===== config.mk =====
export PLATFORM = sky130hd
export DESIGN_NAME = rgb_min_max_contrast_stretch
export DESIGN_NICKNAME = d
export VERILOG_FILES = /design/src/hw/rtl/rmmcs_pkg.sv /design/src/hw/rtl/rgb_min_max_contrast_stretch.sv /design/src/hw/rtl/rmmcs_div.sv /design/src/hw/rtl/rmmcs_stats.sv
export SDC_FILE = /design/constraint.sdc
export NUM_CORES = 1
export LEC_CHECK = 0
export ABC_CLOCK_PERIOD_IN_PS = 5200
export BUFFER_PORTS_ARGS = -buffer_cell sky130_fd_sc_hd__buf_2
export CORE_ASPECT_RATIO = 1.2
export CORE_MARGIN = 2
export CORE_UTILIZATION = 50
export CTS_CLUSTER_SIZE = 8
export DETAILED_ROUTE_END_ITERATION = 16
export PLACE_DENSITY_LB_ADDON = 0.08
export RECOVER_POWER = 50
export SKIP_CTS_REPAIR_TIMING = 1
export SLEW_MARGIN = 40
export SYNTH_ARGS = -nofsm -noshare
export SYNTH_HDL_FRONTEND = slang
export SYNTH_SLANG_ARGS = --single-unit

===== constraint.sdc =====
create_clock -name i_clk -period 5.2 [get_ports i_clk]
set_input_delay 1.04 -clock i_clk [delete_from_list [all_inputs] [get_ports i_clk]]
set_output_delay 1.04 -clock i_clk [all_outputs]
set_load 0.02 [all_outputs]

===== src/hw/rtl/rmmcs_pkg.sv =====
`default_nettype none

package rmmcs_pkg;

    localparam int CH_W      = 8;
    localparam int CH_NUM    = 3;
    localparam int NUM_W     = 2 * CH_W;
    localparam int DIV_STEPS = CH_W;
    localparam int STEP_W    = $clog2(DIV_STEPS);

    typedef logic [CH_W-1:0]              t_pix;
    typedef logic [CH_NUM-1:0][CH_W-1:0]  t_rgb;
    typedef logic [1:0]                   t_ch;
    typedef logic [NUM_W-1:0]             t_num;

    localparam t_ch CH_RED   = 2'd0;
    localparam t_ch CH_GREEN = 2'd1;
    localparam t_ch CH_BLUE  = 2'd2;

    localparam logic OP_OBSERVE = 1'b0;
    localparam logic OP_STRETCH = 1'b1;

    localparam t_pix CHANNEL_MAX = 8'd255;
    localparam t_pix CHANNEL_MIN = 8'd0;

    // statistics update request
    typedef struct packed {
        logic update;
        logic restart;
    } t_obs_req;

    // divider launch
    typedef struct packed {
        logic start;
        t_num num;
        t_pix span;
    } t_div_req;

    // divider status
    typedef struct packed {
        logic busy;
        logic done;
    } t_div_stat;

endpackage

`default_nettype wire


===== src/hw/rtl/rgb_min_max_contrast_stretch.sv =====
`default_nettype none

// Channel   Direction  Handshake                  Payload
// in        input      i_in_valid / o_in_stall    i_opcode, i_first_of_image,
//                                                 i_red_in, i_green_in, i_blue_in
// out       output     o_out_valid / i_out_stall  o_red_out, o_green_out, o_blue_out
//
// An observe transfer is absorbed in the cycle it is accepted; the next
// transfer can follow at once. A stretch transfer runs the three channels in
// turn through one shared 8-step restoring divider: a channel takes a setup
// state plus the divide steps, or only the setup state when its span is
// empty; the next input is taken in the cycle after the result is pushed.
// Reset is synchronous, active low, and puts the statistics at low = 255,
// high = 0. A stalled output holds its result; a finished result waits for
// the output register to empty.
module rgb_min_max_contrast_stretch (
    input  logic                 i_clk,
    input  logic                 i_rst_n,

    input  logic                 i_in_valid,
    output logic                 o_in_stall,
    input  logic                 i_opcode,
    input  logic                 i_first_of_image,
    input  rmmcs_pkg::t_pix      i_red_in,
    input  rmmcs_pkg::t_pix      i_green_in,
    input  rmmcs_pkg::t_pix      i_blue_in,

    output logic                 o_out_valid,
    input  logic                 i_out_stall,
    output rmmcs_pkg::t_pix      o_red_out,
    output rmmcs_pkg::t_pix      o_green_out,
    output rmmcs_pkg::t_pix      o_blue_out
);
    import rmmcs_pkg::*;

    localparam logic [1:0] ST_IDLE  = 2'd0;
    localparam logic [1:0] ST_SETUP = 2'd1;
    localparam logic [1:0] ST_DIV   = 2'd2;
    localparam logic [1:0] ST_PUSH  = 2'd3;

    logic [1:0] r_state, n_state;
    t_ch        r_ch, n_ch;
    t_rgb       r_pix;      // captured stretch sample
    t_rgb       r_res;      // per-channel results as they finish
    t_rgb       r_out;
    logic       r_out_valid;

    logic       in_xfer;
    logic       out_xfer;
    logic       push;
    t_rgb       in_pix;
    t_rgb       low, high;
    t_obs_req   obs_req;
    t_div_req   div_req;
    t_div_stat  div_stat;
    t_pix       quot;

    // current channel operands
    t_pix       cur_v, cur_lo, cur_hi, cur_clamp, cur_d;
    logic       cur_empty;
    logic       ch_done;
    t_pix       ch_res;

    assign in_xfer  = i_in_valid && !o_in_stall;
    assign out_xfer = r_out_valid && !i_out_stall;
    assign push     = (r_state == ST_PUSH) && (!r_out_valid || !i_out_stall);

    assign in_pix[CH_RED]   = i_red_in;
    assign in_pix[CH_GREEN] = i_green_in;
    assign in_pix[CH_BLUE]  = i_blue_in;

    // Observe transfers go straight into the statistics.
    assign obs_req.update  = in_xfer && (i_opcode == OP_OBSERVE);
    assign obs_req.restart = i_first_of_image;

    rmmcs_stats u_stats (
        .i_clk   (i_clk),
        .i_rst_n (i_rst_n),
        .i_obs   (obs_req),
        .i_pix   (in_pix),
        .o_low   (low),
        .o_high  (high)
    );

    // Clamp the sample into [low, high] and form 255 * (v - low) as
    // (d << 8) - d. An empty span passes the raw sample through.
    assign cur_v     = r_pix[r_ch];
    assign cur_lo    = low[r_ch];
    assign cur_hi    = high[r_ch];
    assign cur_empty = (cur_hi <= cur_lo);
    assign cur_clamp = (cur_v < cur_lo) ? cur_lo : ((cur_v > cur_hi) ? cur_hi : cur_v);
    assign cur_d     = cur_clamp - cur_lo;

    assign div_req.start = (r_state == ST_SETUP) && !cur_empty;
    assign div_req.num   = {cur_d, CH_W'(0)} - {CH_W'(0), cur_d};
    assign div_req.span  = cur_hi - cur_lo;

    rmmcs_div u_div (
        .i_clk   (i_clk),
        .i_rst_n (i_rst_n),
        .i_req   (div_req),
        .o_stat  (div_stat),
        .o_quot  (quot)
    );

    // A channel finishes either on an empty span in setup or when the
    // divider delivers its last quotient bit.
    assign ch_done = ((r_state == ST_SETUP) && cur_empty) ||
                     ((r_state == ST_DIV) && div_stat.done);
    assign ch_res  = (r_state == ST_SETUP) ? cur_v : quot;

    always_comb begin
        n_state = r_state;
        n_ch    = r_ch;
        unique case (r_state)
            ST_IDLE: begin
                if (in_xfer && (i_opcode == OP_STRETCH)) begin
                    n_state = ST_SETUP;
                    n_ch    = CH_RED;
                end
            end
            ST_SETUP: begin
                if (!cur_empty) begin
                    n_state = ST_DIV;
                end else if (r_ch == CH_BLUE) begin
                    n_state = ST_PUSH;
                end else begin
                    n_ch = r_ch + 1'b1;
                end
            end
            ST_DIV: begin
                if (div_stat.done) begin
                    if (r_ch == CH_BLUE) begin
                        n_state = ST_PUSH;
                    end else begin
                        n_state = ST_SETUP;
                        n_ch    = r_ch + 1'b1;
                    end
                end
            end
            ST_PUSH: begin
                if (push) begin
                    n_state = ST_IDLE;
                end
            end
            default: begin
                n_state = ST_IDLE;
            end
        endcase
    end

    always_ff @(posedge i_clk) begin
        if (!i_rst_n) begin
            r_state     <= ST_IDLE;
            r_ch        <= CH_RED;
            r_out_valid <= 1'b0;
        end else begin
            r_state <= n_state;
            r_ch    <= n_ch;
            // load a fresh result, or drop the old one once it is taken
            if (push) begin
                r_out_valid <= 1'b1;
            end else if (out_xfer) begin
                r_out_valid <= 1'b0;
            end
        end
    end

    always_ff @(posedge i_clk) begin
        if (in_xfer) begin
            r_pix <= in_pix;
        end
        if (ch_done) begin
            r_res[r_ch] <= ch_res;
        end
        if (push) begin
            r_out <= r_res;
        end
    end

    // Only an idle sequencer takes the next transfer.
    assign o_in_stall  = (r_state != ST_IDLE);
    assign o_out_valid = r_out_valid;
    assign o_red_out   = r_out[CH_RED];
    assign o_green_out = r_out[CH_GREEN];
    assign o_blue_out  = r_out[CH_BLUE];

    // A stretch transfer must lock out the input on the next cycle.
    a_stretch_locks: assert property (@(posedge i_clk) disable iff (!i_rst_n)
        in_xfer && (i_opcode == OP_STRETCH) |=> o_in_stall)
        else $error("stretch transfer did not block the input");

    // The divider runs only while the sequencer waits on it.
    a_div_owned: assert property (@(posedge i_clk) disable iff (!i_rst_n)
        div_stat.busy |-> (r_state == ST_DIV))
        else $error("divider busy outside the divide state");

    // A divide state always has the divider working.
    a_div_active: assert property (@(posedge i_clk) disable iff (!i_rst_n)
        (r_state == ST_DIV) |-> div_stat.busy)
        else $error("divide state without a running divider");

    // Never overwrite a result that is still stalled at the output.
    a_no_overwrite: assert property (@(posedge i_clk) disable iff (!i_rst_n)
        push |-> (!r_out_valid || !i_out_stall))
        else $error("output result overwritten while stalled");

endmodule

`default_nettype wire


===== src/hw/rtl/rmmcs_div.sv =====
`default_nettype none

// Restoring divider, one quotient bit per cycle. The caller guarantees
// num < 256 * span, so the quotient fits in eight bits and eight steps suffice.
module rmmcs_div (
    input  logic                  i_clk,
    input  logic                  i_rst_n,
    input  rmmcs_pkg::t_div_req   i_req,
    output rmmcs_pkg::t_div_stat  o_stat,
    output rmmcs_pkg::t_pix       o_quot
);
    import rmmcs_pkg::*;

    logic              r_busy;
    logic [STEP_W-1:0] r_cnt;
    t_pix              r_rem;
    t_pix              r_acc;   // low dividend bits out, quotient bits in
    t_pix              r_span;

    logic [CH_W:0]     trial;
    logic [CH_W:0]     diff;
    logic              qbit;
    t_pix              rem_next;
    logic              last;

    assign trial    = {r_rem, r_acc[CH_W-1]};
    assign diff     = trial - {1'b0, r_span};
    assign qbit     = (trial >= {1'b0, r_span});
    assign rem_next = qbit ? diff[CH_W-1:0] : trial[CH_W-1:0];
    assign last     = (r_cnt == STEP_W'(DIV_STEPS - 1));

    always_ff @(posedge i_clk) begin
        if (!i_rst_n) begin
            r_busy <= 1'b0;
            r_cnt  <= '0;
        end else if (i_req.start) begin
            r_busy <= 1'b1;
            r_cnt  <= '0;
        end else if (r_busy) begin
            r_cnt <= r_cnt + 1'b1;
            if (last) begin
                r_busy <= 1'b0;
            end
        end
    end

    always_ff @(posedge i_clk) begin
        if (i_req.start) begin
            r_rem  <= i_req.num[NUM_W-1:CH_W];
            r_acc  <= i_req.num[CH_W-1:0];
            r_span <= i_req.span;
        end else if (r_busy) begin
            r_rem <= rem_next;
            r_acc <= {r_acc[CH_W-2:0], qbit};
        end
    end

    assign o_stat.busy = r_busy;
    assign o_stat.done = r_busy && last;
    assign o_quot      = {r_acc[CH_W-2:0], qbit};

endmodule

`default_nettype wire


===== src/hw/rtl/rmmcs_stats.sv =====
`default_nettype none

// Running per-channel minimum and maximum.
module rmmcs_stats (
    input  logic                 i_clk,
    input  logic                 i_rst_n,
    input  rmmcs_pkg::t_obs_req  i_obs,
    input  rmmcs_pkg::t_rgb      i_pix,
    output rmmcs_pkg::t_rgb      o_low,
    output rmmcs_pkg::t_rgb      o_high
);
    import rmmcs_pkg::*;

    t_rgb r_low;
    t_rgb r_high;

    always_ff @(posedge i_clk) begin
        if (!i_rst_n) begin
            for (int c = 0; c < CH_NUM; c++) begin
                r_low[c]  <= CHANNEL_MAX;
                r_high[c] <= CHANNEL_MIN;
            end
        end else if (i_obs.update) begin
            for (int c = 0; c < CH_NUM; c++) begin
                if (i_obs.restart || (i_pix[c] < r_low[c])) begin
                    r_low[c] <= i_pix[c];
                end
                if (i_obs.restart || (i_pix[c] > r_high[c])) begin
                    r_high[c] <= i_pix[c];
                end
            end
        end
    end

    assign o_low  = r_low;
    assign o_high = r_high;

endmodule

`default_nettype wire


==> results of run 1 <==
[worst reg2reg max path: stages, from the launching register on]
cell and delay (ns):
dfxtp_2 0.42, buf_12 0.19, mux2i_1 0.09, o21ai_0 0.36, inv_1 0.09, ha_1 0.31
nand4_1 0.14, nor2_1 0.19, a21oi_1 0.10, nor2_2 0.21, nor2_1 0.08, a211oi_1 0.22
a21oi_1 0.07, ha_1 0.23, fa_1 0.40, nand2b_1 0.18, a21oi_1 0.15, mux2_2 0.36
nor2_1 0.17, and3_2 0.27, o21ai_0 0.11, a32oi_1 0.16, o211ai_1 0.10
[power breakdown]
part | switching [mW] | total [mW] | internal, mW
Clock | 0.595 | 1.29 | 0.697
Combinational | 1.06 | 1.86 | 0.801
Sequential | 0.0947 | 1.55 | 1.46
Total | 1.75 | 4.71 | 2.96
[logic make-up after synthesis]
logic type / Yosys count
mux: 85
compound gates: 185
xor+xnor: 14
flops: 153
fa+ha+maj: 97
buf+inv: 113
simple gates: 237
[layout by cell type (no fill, tap or decap), types with 5 or more instances in the layout]
master / netlist / final
edfxtp_1: 96 / 96
ha_1: 94 / 94
inv_1: 81 / 81
nor2b_1: 82 / 81
mux2i_1: 70 / 69
dfxtp_1: 57 / 56
nand2_1: 50 / 50
o21ai_0: 47 / 46
nor2_1: 45 / 44
a21oi_1: 47 / 44
buf_2: 8 / 30
clkbuf_1: 20 / 26
a21o_1: 19 / 19
clkbuf_16: 0 / 18
buf_4: 0 / 17
mux2_2: 15 / 15
nand3_1: 15 / 15
o21a_1: 12 / 12
nand2b_1: 12 / 11
nand4_1: 10 / 10
a211oi_1: 9 / 8
xnor2_1: 8 / 8
nor3_1: 7 / 7
a31oi_1: 6 / 6
xor2_1: 5 / 5
[area by class of cell]
| class | instances | share of cell area, % |
|---|---|---|
| multi-input cells | 618 | 45.5 |
| flip-flops and latches | 153 | 38.7 |
| repair buffers | 76 | 4.23 |
| clock buffers | 17 | 4.09 |
| inverters | 82 | 2.96 |
| well taps | 224 | 2.69 |
| clock inverters | 15 | 1.84 |
[worst min path at each step]
stage / to / slack, ns / depth (start not counted)
4_1_cts: o_red_out[5]$_DFFE_PP_ / 0.42 / 0
2_1_floorplan: o_blue_out[0]$_DFFE_PP_ / 0.40 / 0
3_5_place_dp: o_blue_out[0]$_DFFE_PP_ / 0.40 / 0
5_1_grt: o_green_out[5]$_DFFE_PP_ / 0.43 / 0
3_3_place_gp: o_red_out[6]$_DFFE_PP_ / 0.41 / 0
6_report: o_red_out[1]$_DFFE_PP_ / 0.42 / 0
[state kept, by name, summed over array words and instances (netlist names), 8 cells and up]
register,cells
u_stats.o_high,24
r_res,24
u_stats.o_low,24
u_div.r_span,8
o_blue_out,8
u_div.r_acc,8
r_pix,24
o_red_out,8
u_div.r_rem,8
o_green_out,8
[metal layers]
metal	share of wire [%]	up-vias
met5	0	-
met4	4.8	0
met3	2.9	51
met2	51	140
met1	42	3186
li1	-	3272
[through the flow]
step                power [mW]  cells
finish                    4.71   1185
global route              5.01   1185
CTS                       4.69   1183
detailed placement        3.39   1151
global placement          3.35   1151
floorplan                 2.90    884
==> out/metrics.yaml, run 1 <==
routing:
  wl_um: 21500
  post-route-drc-count: 0
  antenna_left: 0
  dr.pass1.iters: 5
  avgRoutedWirePerCell_um: 18.2
  drtIter0Drc: 392
  viasPerCell: 5.61
  via_count: 6649
synth:
  async_flop_share_pct: 0
  synth_cell_types: 55
  synth_area_per_cell_um2: 10.3
  syn-instance-count: 884
  synth-seq-cells: 153
  synth-simple-area-share_pct: 13.5
  synth-edff-count: 96
  synth_mux_area_share_pct: 9.52
  synthXorXnorAreaFrac_pct: 1.55
  syn-cell-area_mm2: 0.00913
  syn_nets: 1011
  synth_most_common_cell: "edfxtp_1"
  yosys.area.top_type_share_pct: 31.6
  synth_commonest_cells: "edfxtp_1 (96), ha_1 (94), nor2b_1 (82)"
  synth_top_family_by_area: "adder cells"
  synth_compound_area_share_pct: 13.1
  ys_seq_area_share_pct: 44.1
  synthAdderAreaFrac_pct: 13.5
  yosysWarnings: 0
  yosys-top-cells-area: "edfxtp_1 (32%), ha_1 (13%), dfxtp_1 (12%), mux2i_1 (7.7%), nor2b_1 (5.6%)"
  synth_top_area_cell: "edfxtp_1"
  synth-main-ff-cell: "edfxtp_1"
sta:
  slew_violations: 27
  final.min_clock_period_ns: 4.84
  setup_ws_ns: 0.361
  fin_tns_setup_ns: 0
  period_share_pct: 93.1
  fin_skew_ns: 0.0112
  tightest_slew_ns: 1.56
  worst_hold_slack_ns: 0.420
  max_freq_mhz: 207
  hold_violations: 0
  max-slew-margin-rel_pct: -4.26
  setup-violations-final: 0
power:
  vdd_drop_max_uv: 220
  p_leak_nw: 4.39
  power.density_mw_per_mm2: 452
placement:
  hpwl_um: 16400
  dpl_cell_area_mm2: 0.00975
  dp_slack_ns: 0.178
  place_congestion: 0.927
  port_buffers: 55
clocking:
  clkTransAtPathRegs_ns: 0.07
  insertion_delay_ns: 0.43
  cts_tree: "built"
  clockRootBuffer: "clkbuf_16"
  h-tree-depth: 4
  cts.path.max_buffers: 2
  cts.sinks: 153
  cts_made_buffers: 17
worst_setup_path:
  crit_fanout: 13
  critPathKind: "flip-flop to flip-flop"
  cp.arrival_ns: 5.00
  path_buf_inv: 2
  cp_slowest_stage_delay_ns: 0.42
  r2r_cells: 22
  end_kind: "flip-flop"
  critPathLaunchType: "flip-flop"
  cp-startpoint: "r_ch[0]$_SDFFE_PN0P_"
  critical_path.endpoint: "u_div.r_rem[0]$_DFFE_PP_"
  worstReg2RegStart: "r_ch[0]$_SDFFE_PN0P_"
  crit_required_ns: 5.36
  reg2reg_to: "u_div.r_rem[0]$_DFFE_PP_"
  path_cells: "buf_12 -> mux2i_1 -> o21ai_0 -> inv_1 -> ha_1 -> nand4_1 -> nor2_1 -> a21oi_1 -> nor2_2 -> nor2_1 -> a211oi_1 -> a21oi_1 -> ha_1 -> fa_1 -> nand2b_1 -> a21oi_1 -> mux2_2 -> nor2_1 -> and3_2 -> o21ai_0 -> a32oi_1 -> o211ai_1"
  cpLargestDelayFamily: "compound AO/OA/AOI/OAI gates"
  crit_cells: 22
  r2r_slack_ns: 0.36
  cp_slowest_cell: "dfxtp_2"
final_layout:
  multi_input_area_mm2: 0.00474
  nets: 1075
  design_area_mm2: 0.0104
  seqCellArea_mm2: 0.00403
  area_delta_synth_final_pct: 13.9
  nFillCells: 1588
  layout-drive-gt1-share_pct: 12.6
  antennaDiodeCount: 0
  final_util_pct: 57.7
floorplanning:
  die-area_mm2: 0.0194
  placeableCoreArea_mm2: 0.0180
  die_w_um: 127
  start_util_pct: 50.6
  fp-row-count: 54
  io_pins: 56
  die_h_um: 152
grt:
  grt_usage_pct: 22.7
  grt_pass1_wl_um: 34300
  grt_pass1_vias: 6758
  use_met1_pct: 26.4
  grt_util_met2_pct: 39.8
  grt-busiest-layer: "met2"
  overflow: 0
  met3_usage_pct: 3.59
  grt_antenna_before_repair: 0
  grt_max_degree: 53
min_path:
  holdCritStartpoint: "r_res[1]$_DFFE_PP_"
  min_path_type: "flip-flop to flip-flop"
run_status:
  status: "finished, violations left"
  violations: "capacitance limit, slew limit"
flow_run:
  cap_violations: 1
No activity file was read; power rests on OpenSTA's default activity.
==> inputs of run 2 (changes only) <==
--- a/config.mk
+++ b/config.mk
@@ -18,4 +18,5 @@
 export SLEW_MARGIN = 40
 export SYNTH_ARGS = -nofsm -noshare
 export SYNTH_HDL_FRONTEND = slang
+export SYNTH_HIERARCHICAL = 1
 export SYNTH_SLANG_ARGS = --single-unit
==> run 2 against run 1 <==
Against the previous run: register-to-register slack got worse by 0.16 ns; via count rose by 5.5%; critical path type unchanged; the run still ends with capacitance limit, slew limit left; power grew 18%; combinational power increased by 46%; sequential share of layout area decreased by 1.9 points; count of clock-buffer cells in the layout is the same; non-clock buffer count grew 39; setup slack got worse by 0.16 ns; global-route usage increased by 0.70 points.
==> out/metrics.yaml, run 2 <==
run_status:
  status: "finished, violations left"  # unchanged
  violations: "capacitance limit, slew limit"  # unchanged
synth:
  yosysWarnings: 6  # was 0
  synth_area_per_cell_um2: 10.4  # was 10.3 um^2
  syn_nets: 1030  # was 1011
  syn-instance-count: 901  # was 884
  syn-cell-area_mm2: 0.00937  # was 0.00913 mm^2
placement:
  dp_slack_ns: 0.0797  # was 0.178 ns
  hpwl_um: 17200  # was 16400 um
  placed_cells_incl_taps: 1230  # was 1151
  port_buffers: 55  # unchanged
  place_congestion: 0.957  # was 0.927
clocking:
  cts.path.max_buffers: 2  # unchanged
  cts.sinks: 153  # unchanged
  h-tree-depth: 4  # unchanged
  insertion_delay_ns: 0.44  # was 0.43 ns
  clkTransAtPathRegs_ns: 0.07  # about the same
  cts_tree: "built"  # unchanged
  cts_made_buffers: 17  # unchanged
  clockRootBuffer: "clkbuf_16"  # unchanged
sta:
  setup_ws_ns: 0.201  # was 0.361 ns
  max-slew-margin-rel_pct: -130  # was -4.26%
  fin_skew_ns: 0.0124  # was 0.0112 ns
  setup-violations-final: 0  # unchanged
  hold_violations: 0  # unchanged
  tightest_slew_ns: 3.45  # was 1.56 ns
  slew_violations: 106  # was 27
  period_share_pct: 96.1  # was 93.1%
  max_freq_mhz: 200  # was 207 MHz
  final.min_clock_period_ns: 5.00  # was 4.84 ns
  worst_hold_slack_ns: 0.415  # was 0.420 ns
floorplanning:
  start_util_pct: 51.2  # was 50.6%
  placeableCoreArea_mm2: 0.0183  # was 0.0180 mm^2
  die-area_mm2: 0.0199  # was 0.0194 mm^2
  io_pins: 56  # unchanged
  die_w_um: 129  # was 127 um
  die_h_um: 154  # was 152 um
  fp-row-count: 54  # unchanged
worst_setup_path:
  crit_required_ns: 5.38  # was 5.36 ns
  crit_fanout: 8  # was 13
  cp.arrival_ns: 5.18  # was 5.00 ns
  critPathLaunchType: "flip-flop"  # unchanged
  end_kind: "flip-flop"  # unchanged
  critPathKind: "flip-flop to flip-flop"  # unchanged
final_layout:
  nFillCells: 1563  # was 1588
  final_util_pct: 59.8  # was 57.7%
  final_cells: 1269  # was 1185
  area_delta_synth_final_pct: 16.9  # was 13.9%
  layout-drive-gt1-share_pct: 16.0  # was 12.6%
  antennaDiodeCount: 0  # unchanged
  final_cell_mix: "ha_1 (96), edfxtp_1 (96), inv_1 (89)"  # was edfxtp_1 (96), ha_1 (94), inv_1 (81), nor2b_1 (81), mux2i_1 (69)
  nets: 1133  # was 1075
power:
  power.density_mw_per_mm2: 507  # was 452 mW/mm^2
  p_leak_nw: 4.40  # was 4.39 nW
  vdd_drop_max_uv: 337  # was 220 uV
grt:
  grt_pass1_wl_um: 35700  # was 34300 um
  grt_max_degree: 80  # was 53
  grt_pass1_vias: 6926  # was 6758
  overflow: 0  # unchanged
  grt_antenna_before_repair: 0  # unchanged
  grt_usage_pct: 23.4  # was 22.7%
routing:
  post-route-drc-count: 0  # unchanged
  antenna_left: 0  # unchanged
  wl_um: 22800  # was 21500 um
  via_count: 7012  # was 6649
  avgRoutedWirePerCell_um: 17.9  # was 18.2 um
  viasPerCell: 5.53  # was 5.61
  drtIter0Drc: 317  # was 392
  dr.pass1.iters: 5  # unchanged
min_path:
  min_path_type: "flip-flop to flip-flop"  # unchanged
flow_run:
  cap_violations: 2  # was 1
## run 2: through the flow
step / cell area, um^2 / power [mW] / TNS [ns]
6_report: 11000 / 5.56 / 0
5_1_grt: 11000 / 5.93 / -0.0205
4_1_cts: 10900 / 5.45 / 0
3_5_place_dp: 10200 / 4.18 / 0
3_3_place_gp: 10200 / 4.16 / 0
2_1_floorplan: 9380 / 3.31 / 0
## run 2: path summary, 6_finish.rpt
check	startpoint	to	slack, ns	cells past startpoint
hold / removal	r_res[6]$_DFFE_PP_	o_red_out[6]$_DFFE_PP_	0.41	0
hold reg to reg	r_res[6]$_DFFE_PP_	o_red_out[6]$_DFFE_PP_	0.41	0
setup / recovery	r_ch[0]$_SDFFE_PN0P_	u_div/r_rem[2]$_DFFE_PP_	0.20	23
setup reg to reg	r_ch[0]$_SDFFE_PN0P_	u_div/r_rem[2]$_DFFE_PP_	0.20	23
## run 2: worst max-delay path, stage by stage (launching register included)
cell	delay [ns]
dfxtp_4	0.40
buf_4	0.14
buf_4	0.16
mux2i_1	0.22
nor2_1	0.07
a21oi_1	0.19
ha_1	0.28
a21o_1	0.18
a21oi_1	0.13
o211ai_1	0.15
a31oi_4	0.21
a211oi_1	0.06
a21oi_1	0.16
ha_1	0.17
inv_1	0.05
fa_1	0.38
a21o_1	0.18
a311o_1	0.36
a21oi_2	0.19
xor2_2	0.27
nand4_1	0.15
mux2i_2	0.24
o21ai_0	0.11
mux2_2	0.27
## run 2: layout make-up
class | count | area [um^2] | share of cell area (%)
clock buffer | 17 | 425 | 3.88
inverter | 92 | 350 | 3.20
multi-input combinational | 625 | 4920 | 44.9
sequential | 153 | 4030 | 36.8
tap | 252 | 315 | 2.88
clock inverter | 15 | 199 | 1.82
timing repair buffer | 115 | 721 | 6.58
## run 2: where the power goes
part / switching (mW) / internal, mW
registers: 0.0965 / 1.48
logic: 1.51 / 1.21
clock network: 0.604 / 0.656
## run 2: layer usage
layer	global-route usage [%]	routed length, um
met1	28.1	9600
met2	40.9	11600
met3	4.18	736
met4	10.1	826
met5	0	0
==> inputs of run 3 (changes only) <==
--- a/config.mk
+++ b/config.mk
@@ -14,6 +14,7 @@
 export DETAILED_ROUTE_END_ITERATION = 16
 export PLACE_DENSITY_LB_ADDON = 0.08
 export RECOVER_POWER = 50
+export REMOVE_ABC_BUFFERS = 1
 export SKIP_CTS_REPAIR_TIMING = 1
 export SLEW_MARGIN = 40
 export SYNTH_ARGS = -nofsm -noshare
==> run 3 against run 2 <==
Against the previous run: non-clock buffer count down 14; worst hold slack better by 0.0019 ns; final area down 1.3%; maximum frequency up 1.0%; highest routed layer unchanged; wire length down 0.69%; the run still ends with capacitance limit, slew limit left; setup slack better by 0.052 ns; clock power about the same; cell count down 1.1%; sequential power about the same; count of clock-buffer cells in the layout unchanged; critical path depth down 1.
==> out/metrics.yaml, run 3 (synthesis results as in run 2) <==
run_status:
  status: "finished, violations left"  # unchanged
  violations: "capacitance limit, slew limit"  # unchanged
sta:
  final.min_clock_period_ns: 4.95  # was 5.00 ns
  period_share_pct: 95.1  # was 96.1%
  tightest_slew_ns: 3.16  # was 3.45 ns
  max-slew-margin-rel_pct: -112  # was -130%
  slew_violations: 25  # was 106
  setup-violations-final: 0  # unchanged
  hold_violations: 0  # unchanged
  fin_skew_ns: 0.0120  # was 0.0124 ns
  max_freq_mhz: 202  # was 200 MHz
  worst_hold_slack_ns: 0.417  # was 0.415 ns
  setup_ws_ns: 0.252  # was 0.201 ns
  fin_tns_setup_ns: 0  # unchanged
power:
  total_power_mw: 5.47  # was 5.56 mW
  swShare_pct: 39.8  # about the same
  switchingPower_mw: 2.18  # was 2.21 mW
  combPwrFrac_pct: 47.8  # was 49.0%
  p_leak_nw: 4.33  # was 4.40 nW
  vdd_drop_max_uv: 368  # was 337 uV
  power.density_mw_per_mm2: 506  # was 507 mW/mm^2
  internal_power_mw: 3.29  # was 3.34 mW
  p_clk_share_pct: 23.4  # was 22.7%
  p_seq_share_pct: 28.8  # was 28.4%
clocking:
  clkTransAtPathRegs_ns: 0.07  # about the same
  cts.path.max_buffers: 2  # unchanged
  cts.sinks: 153  # unchanged
  insertion_delay_ns: 0.44  # about the same
  cts_tree: "built"  # unchanged
  clockRootBuffer: "clkbuf_16"  # unchanged
  cts_made_buffers: 17  # unchanged
  h-tree-depth: 4  # unchanged
flow_run:
  cap_violations: 2  # unchanged
worst_setup_path:
  critPathLaunchType: "flip-flop"  # unchanged
  cp.arrival_ns: 5.13  # was 5.18 ns
  r2r_slack_ns: 0.25  # was 0.20 ns
  worstReg2RegStart: "r_ch[0]$_SDFFE_PN0P_"  # unchanged
  critPathKind: "flip-flop to flip-flop"  # unchanged
  r2r_cells: 22  # was 23
  end_kind: "flip-flop"  # unchanged
  crit_fanout: 17  # was 8
  crit_required_ns: 5.38  # about the same
  reg2reg_to: "u_div/r_rem[2]$_DFFE_PP_"  # unchanged
grt:
  grt_antenna_before_repair: 0  # unchanged
  overflow: 0  # unchanged
  grt_max_degree: 63  # was 80
  grt_pass1_wl_um: 35700  # about the same
  grt_usage_pct: 23.5  # was 23.4%
  grt_pass1_vias: 6771  # was 6926
placement:
  port_buffers: 55  # unchanged
  hpwl_um: 17100  # was 17200 um
  placed_cells_incl_taps: 1221  # was 1230
  place_congestion: 0.939  # was 0.957
  dpl_cell_area_mm2: 0.0102  # about the same
  dp_slack_ns: 0.0136  # was 0.0797 ns
routing:
  avgRoutedWirePerCell_um: 18.0  # was 17.9 um
  via_count: 6939  # was 7012
  post-route-drc-count: 0  # unchanged
  wl_um: 22600  # was 22800 um
  drtIter0Drc: 360  # was 317
  viasPerCell: 5.53  # about the same
  dr.pass1.iters: 4  # was 5
  antenna_left: 0  # unchanged
floorplanning:
  io_pins: 56  # unchanged
  placeableCoreArea_mm2: 0.0183  # unchanged
  fp-row-count: 54  # unchanged
  die_w_um: 129  # unchanged
  die_h_um: 154  # unchanged
  start_util_pct: 51.2  # unchanged
  die-area_mm2: 0.0199  # unchanged
min_path:
  holdCritStartpoint: "r_res[11]$_DFFE_PP_"  # was r_res[6]$_DFFE_PP_
  min_delay_path_depth: 0  # unchanged
  min_path_type: "flip-flop to flip-flop"  # unchanged
  holdPathEnd: "o_green_out[3]$_DFFE_PP_"  # was o_red_out[6]$_DFFE_PP_
final_layout:
  final_cell_mix: "ha_1 (96), edfxtp_1 (96), inv_1 (89)"  # unchanged
  antennaDiodeCount: 0  # unchanged
  layout-drive-gt1-share_pct: 14.7  # was 16.0%
  final_util_pct: 59.0  # was 59.8%
  nets: 1119  # was 1133
  nFillCells: 1587  # was 1563
  area_delta_synth_final_pct: 15.4  # was 16.9%
  multi_input_area_mm2: 0.00490  # was 0.00492 mm^2
  final_cells: 1255  # was 1269
  seqCellArea_mm2: 0.00403  # unchanged
  design_area_mm2: 0.0108  # was 0.0110 mm^2
## run 3: cell count changes in the layout (fill, tap and decap cells not counted), moves of 2 or more
cell | before | now
clkinv_4 | 4 | 1
inv_6 | 1 | 5
clkbuf_1 | 46 | 44
a21oi_2 | 11 | 8
buf_4 | 53 | 42
clkbuf_16 | 19 | 17
clkinv_8 | 7 | 5
a21oi_1 | 46 | 49
## run 3: area by class of cell
type	count	share of cell area [%]
well taps	252	2.92
flip-flops and latches	153	37.3
repair buffers	101	5.55
clock buffers	17	3.93
multi-input cells	625	45.3
inverters	92	3.24
clock inverters	15	1.82
## run 3: power by group through the flow
stage | clock network [mW] | registers, mW | logic (mW)
6_report | 1.28 | 1.58 | 2.61
3_5_place_dp | 0 | 1.59 | 2.50
4_1_cts | 1.31 | 1.57 | 2.52
3_3_place_gp | 0 | 1.59 | 2.49
5_1_grt | 1.36 | 1.58 | 2.91
2_1_floorplan | 0 | 1.58 | 1.71
## run 3: critical path: stages (launching register included)
cell     delay (ns)
dfxtp_4        0.39
buf_12         0.17
mux2i_1        0.22
nor2_1         0.07
a21oi_2        0.13
inv_1          0.10
ha_1           0.31
and4_4         0.23
nand4_1        0.12
o31a_1         0.15
nand2_2        0.11
mux2_2         0.33
nor2_1         0.09
a21oi_1        0.07
fa_1           0.44
a21o_1         0.19
a311o_1        0.36
a21oi_2        0.20
xor2_2         0.27
nand4_1        0.16
mux2i_2        0.22
o21ai_0        0.10
mux2_2         0.26
## run 3: worst max path at each step
stage                               startpoint                        to  slack (ns)  depth (start not counted)
after floorplan           r_ch[0]$_SDFFE_PN0P_  u_div/r_rem[2]$_DFFE_PP_       -0.76                         21
after global placement    r_ch[0]$_SDFFE_PN0P_  u_div/r_rem[2]$_DFFE_PP_        0.12                         22
after detailed placement  r_ch[0]$_SDFFE_PN0P_  u_div/r_rem[2]$_DFFE_PP_        0.01                         21
after CTS                 r_ch[0]$_SDFFE_PN0P_  u_div/r_rem[2]$_DFFE_PP_       -0.01                         21
after global routing      r_ch[0]$_SDFFE_PN0P_  u_div/r_rem[0]$_DFFE_PP_       -0.05                         24
final                     r_ch[0]$_SDFFE_PN0P_  u_div/r_rem[2]$_DFFE_PP_        0.25                         22
## run 3: per-layer routing
metal,wire [um],GRT usage [%],part of all wire [%],up-vias
met5,0,0,0,-
met4,928,11.0,4.1,0
met3,721,4.18,3.2,50
met2,11300,40.0,50,144
met1,9650,28.7,43,3263
li1,-,-,-,3482
